===== src/design/vprm_pkg.sv =====
`timescale 1ns / 1ps
// ----------------------------------------------------------------------------
// vprm_pkg
// types and constants for the per-vlan packet rate monitor
// ----------------------------------------------------------------------------
package vprm_pkg;

  localparam int unsigned TABLE_DEPTH_DEF = 64;
  localparam logic [15:0] TYPE_TAGGED = 16'h8100;
  localparam logic [15:0] VID_MASK = 16'h0fff;
  localparam logic [32:0] SPAN_SHORT = 33'd1;
  localparam logic [32:0] SPAN_MID = 33'd30;
  localparam logic [32:0] SPAN_LONG = 33'd300;

  // x / 30 = (x * RECIP_MID) >> 36, x / 300 = ((x >> 2) * RECIP_LONG) >> 36
  localparam logic [31:0] RECIP_MID = 32'h8888_8889;
  localparam logic [29:0] RECIP_LONG = 30'd916259690;

  typedef struct packed {
    logic [15:0] outer_type;
    logic [15:0] tag_control;
    logic [31:0] time_sec;
  } in_item_t;

  typedef struct packed {
    logic [11:0] vlan_id;
    logic        has_short;
    logic [15:0] rate_short;
    logic        has_mid;
    logic [27:0] rate_mid;
    logic        has_long;
    logic [23:0] rate_long;
    logic        last;
  } out_item_t;

  typedef enum logic [2:0] {
    ST_IDLE,
    ST_SEARCH,
    ST_COUNT,
    ST_REPORT,
    ST_DIV,
    ST_EMIT
  } state_t;

  typedef struct packed {
    logic load;
    logic step_search;
    logic do_count;
    logic do_check;
    logic rd_entry;
    logic div_start;
    logic emit;
  } cmd_t;

  typedef struct packed {
    logic search_done;
    logic hit;
    logic any_fire;
    logic empty;
    logic div_done;
    logic last_entry;
  } sts_t;

endpackage


===== src/design/vprm_ctrl.sv =====
`timescale 1ns / 1ps
// ----------------------------------------------------------------------------
// vprm_ctrl
// sequencer for lookup, count and report runs
// ----------------------------------------------------------------------------
module vprm_ctrl import vprm_pkg::*; (
  input  logic     clk,
  input  logic     rst_n,
  input  logic     start,
  input  logic     is_vlan,
  input  sts_t     sts,
  output cmd_t     cmd,
  output logic     busy
);
  state_t state_r, state_nxt;

  always_ff @(posedge clk) begin
    if (!rst_n) begin
      state_r <= ST_IDLE;
    end else begin
      state_r <= state_nxt;
    end
  end

  always_comb begin
    state_nxt = state_r;
    cmd = '0;
    busy = (state_r != ST_IDLE);
    case (state_r)
      ST_IDLE: begin
        if (start) begin
          cmd.load = 1'b1;
          state_nxt = is_vlan ? ST_SEARCH : ST_COUNT;
        end
      end
      ST_SEARCH: begin
        cmd.step_search = 1'b1;
        if (sts.search_done) begin
          cmd.step_search = 1'b0;
          cmd.do_count = 1'b1;
          state_nxt = ST_COUNT;
        end
      end
      ST_COUNT: begin
        cmd.do_check = 1'b1;
        state_nxt = (sts.any_fire && !sts.empty) ? ST_REPORT : ST_IDLE;
      end
      ST_REPORT: begin
        cmd.rd_entry = 1'b1;
        state_nxt = ST_DIV;
      end
      ST_DIV: begin
        cmd.div_start = 1'b1;
        state_nxt = ST_EMIT;
      end
      ST_EMIT: begin
        if (sts.div_done) begin
          cmd.emit = 1'b1;
          state_nxt = sts.last_entry ? ST_IDLE : ST_REPORT;
        end
      end
      default: state_nxt = ST_IDLE;
    endcase
  end
endmodule


===== config.mk =====
export PLATFORM = sky130hd
export DESIGN_NAME = vprm_ctrl
export DESIGN_NICKNAME = d
export VERILOG_FILES = /design/src/design/vprm_pkg.sv /design/src/design/vprm_ctrl.sv
export SDC_FILE = /design/constraint.sdc
export NUM_CORES = 1
export LEC_CHECK = 0
export BUFFER_PORTS_ARGS = -buffer_cell sky130_fd_sc_hd__buf_2
export CAP_MARGIN = 15
export CELL_PAD_IN_SITES_DETAIL_PLACEMENT = 0
export CELL_PAD_IN_SITES_GLOBAL_PLACEMENT = 2
export CORE_MARGIN = 2
export CORE_UTILIZATION = 20
export CTS_BUF_LIST = sky130_fd_sc_hd__clkbuf_16
export DETAILED_ROUTE_END_ITERATION = 8
export GPL_ROUTABILITY_DRIVEN = 1
export PLACE_DENSITY = 0.71
export SYNTH_ARGS = -nofsm -noshare
export SYNTH_HDL_FRONTEND = slang
export SYNTH_SLANG_ARGS = --single-unit

===== constraint.sdc =====
create_clock -name clk -period 2.91 [get_ports clk]
set_clock_uncertainty 0.05 [all_clocks]
set_input_delay 0.291 -clock clk [delete_from_list [all_inputs] [get_ports clk]]
set_output_delay 0.291 -clock clk [all_outputs]
set_load 0.02 [all_outputs]

==> impl_metrics.ini <==
[status]
status = completed

[timing]
timing.fmax_ghz = 0.594
rsz0062_at_grt = no
setup_violations = 0
worst_slew_pin_slew_ns = 0.492
finalHoldViolations = 0
slew_violations = 0
setup_slack_ns = 1.23
slew_headroom_pct = 67.2
period_share_pct = 57.8
setup_tns_ns = 0
layout_min_cycle_time_ns = 1.68

[die]
core_area_um2 = 1330
fp-row-count = 13
io_pins = 18
die_w_um = 42.2
chipHeight_um = 42.2
start_util_pct = 21.9
dieArea_um2 = 1780

[global_routing]
grt_pass1_vias = 262
grt_pass1_wl_mm = 1.08
antenna_found_initial = 0
grt_start_max_net_pins = 16
grt-ovfl-total = 0
track_usage_pct = 7.81

[clocking]
cts-buffers-inserted = 3
holdBufCountCts = 0
clock_sinks = 3
cts_root_buf = clkbuf_16
cts_max_level = 1
tritoncts = yes
clockBufferDepth = 2
cts_setup_buffers = 0
ctsResizeCount = 0
clock_latency_ns = 0.22
clkTransAtPathRegs_ns = 0.03

[pwr]
power_mw = 0.326
p_int_mw = 0.250
seq_power_share_pct = 17.8
switching_share_pct = 23.4
ir_drop_uv = 331
p_per_area_nw_per_um2 = 750
p_leak_nw = 0.213
p_clk_share_pct = 64.4
switchingPower_mw = 0.0762
p_comb_share_pct = 17.8

[finish]
syn_to_final_growth_pct = 49.4
mostFrequentLayoutCell = buf_2
largest_reg_flops = 3
multi_input_area_um2 = 186
reg_top3 = state_r x3
regMostFlops = state_r
n_antenna_cell = 0
n_fill_cell = 157
final-seq-area_um2 = 60.1
drive_above_1_share_pct = 43.6
final_cell_mix = buf_2, inv_1
final_nets = 66

[yosys]
synth-edff-count = 0
synth_top_area_share_pct = 20.6
synth.area.top_cells = dfxtp_1, buf_6, a21oi_1
seq_area_frac_synth_pct = 20.6
syn-instance-count = 38
async_reset_ff_share_pct = 0
synth-seq-cells = 3
synth-main-ff-cell = dfxtp_1
synth_cell_type_count = 22
syn-num-nets = 48
avgSynthCellArea_um2 = 7.67
synth_area_leader_cell = dfxtp_1
synth_area_um2 = 292
yosys_warnings = 0

[worst_setup_path]
critPathLaunch = state_r[0]
arrival_ns = 1.34
worst-r2r-setup-slack_ns = 1.59
crit_fanout = 15
rr_startpoint = state_r[1]
r2r-end = state_r[0]
crit_type = flop to output pin
critical_path.startpoint_type = flop
cp_data_required_time_ns = 2.57
end_kind = output pin
r2r_cells = 4

[detailed_routing]
antenna_left = 0
finalWirelength_um = 695
dr.pass1.iters = 2
vias_per_cell = 4.60
drt_iter0_markers = 4
drc_errors = 0
via_count = 322
wl_per_cell_um = 9.93

[place]
place_ws_ns = 1.47
gp_congestion = 0.674
port_buffers = 16

[min_path]
hp-start = rst_n
holdPathEnd = state_r[2]
hp-class = input port to flop
holdPathStages = 2

[flow_run]
cap_violations = 0
[worst max-delay path, cell delays in order (launching register included)]
cell,delay [ns]
dfxtp_1,0.61
nand2_1,0.17
nor3_1,0.15
buf_2,0.18
[worst max path at each step]
stage,endpoint,slack (ns),cells past startpoint
6_report,cmd[4],1.23,3
3_5_place_dp,cmd[4],1.47,3
5_1_grt,cmd[4],1.11,3
4_1_cts,cmd[4],1.22,3
2_1_floorplan,cmd[5],1.31,2
3_3_place_gp,cmd[4],1.44,3
[power by group through the flow]
| stage | Sequential [mW] | Clock [mW] | Combinational (mW) |
|---|---|---|---|
| floorplan | 0.0491 | 0 | 0.0551 |
| CTS | 0.0580 | 0.214 | 0.0589 |
| detailed placement | 0.0582 | 0 | 0.0588 |
| global placement | 0.0593 | 0 | 0.0590 |
| global route | 0.0596 | 0.220 | 0.0632 |
| finish | 0.0581 | 0.210 | 0.0580 |
[synthesized netlist by cell type (2+ instances only)]
master,n
nand2_1,3
buf_6,3
nor2_1,3
a21oi_1,3
o21a_1,2
a31oi_1,2
o21ai_0,3
dfxtp_1,3
inv_1,3
[per-layer routing]
layer	vias to the layer above	GRT usage, %	part of all wire [%]
li1	169	-	-
met1	142	11.0	52
met2	11	10.5	40
met3	0	3.88	7.9
met4	0	1.88	0
met5	-	0	0
[stage by stage]
stage	utilization, %	cell area, µm²	cells	hold slack [ns]
2_1_floorplan	-	292	38	0.357
3_3_place_gp	26.7	357	66	0.483
3_5_place_dp	26.7	357	66	0.485
4_1_cts	32.6	435	70	0.264
5_1_grt	32.6	435	70	0.287
6_report	32.6	435	70	0.264
[cells by family after synthesis]
logic type / Yosys count / share of synthesized area (%)
flip-flops: 3 / 20.6
buffers and inverters: 6 / 15.4
AND/OR/NAND/NOR: 17 / 38.6
AO/OA/AOI/OAI: 12 / 25.3
[cell type report]
cell class                      count  share of cell area [%]
Timing Repair Buffer               16                    18.4
Sequential cell                     3                    13.8
Multi-Input combinational cell     29                    42.8
Inverter                            3                    2.59
Clock buffer                        3                    17.2
Clock inverter                      1                   0.862
Tap cell                           15                    4.31
(Power assumes the default switching activity.)
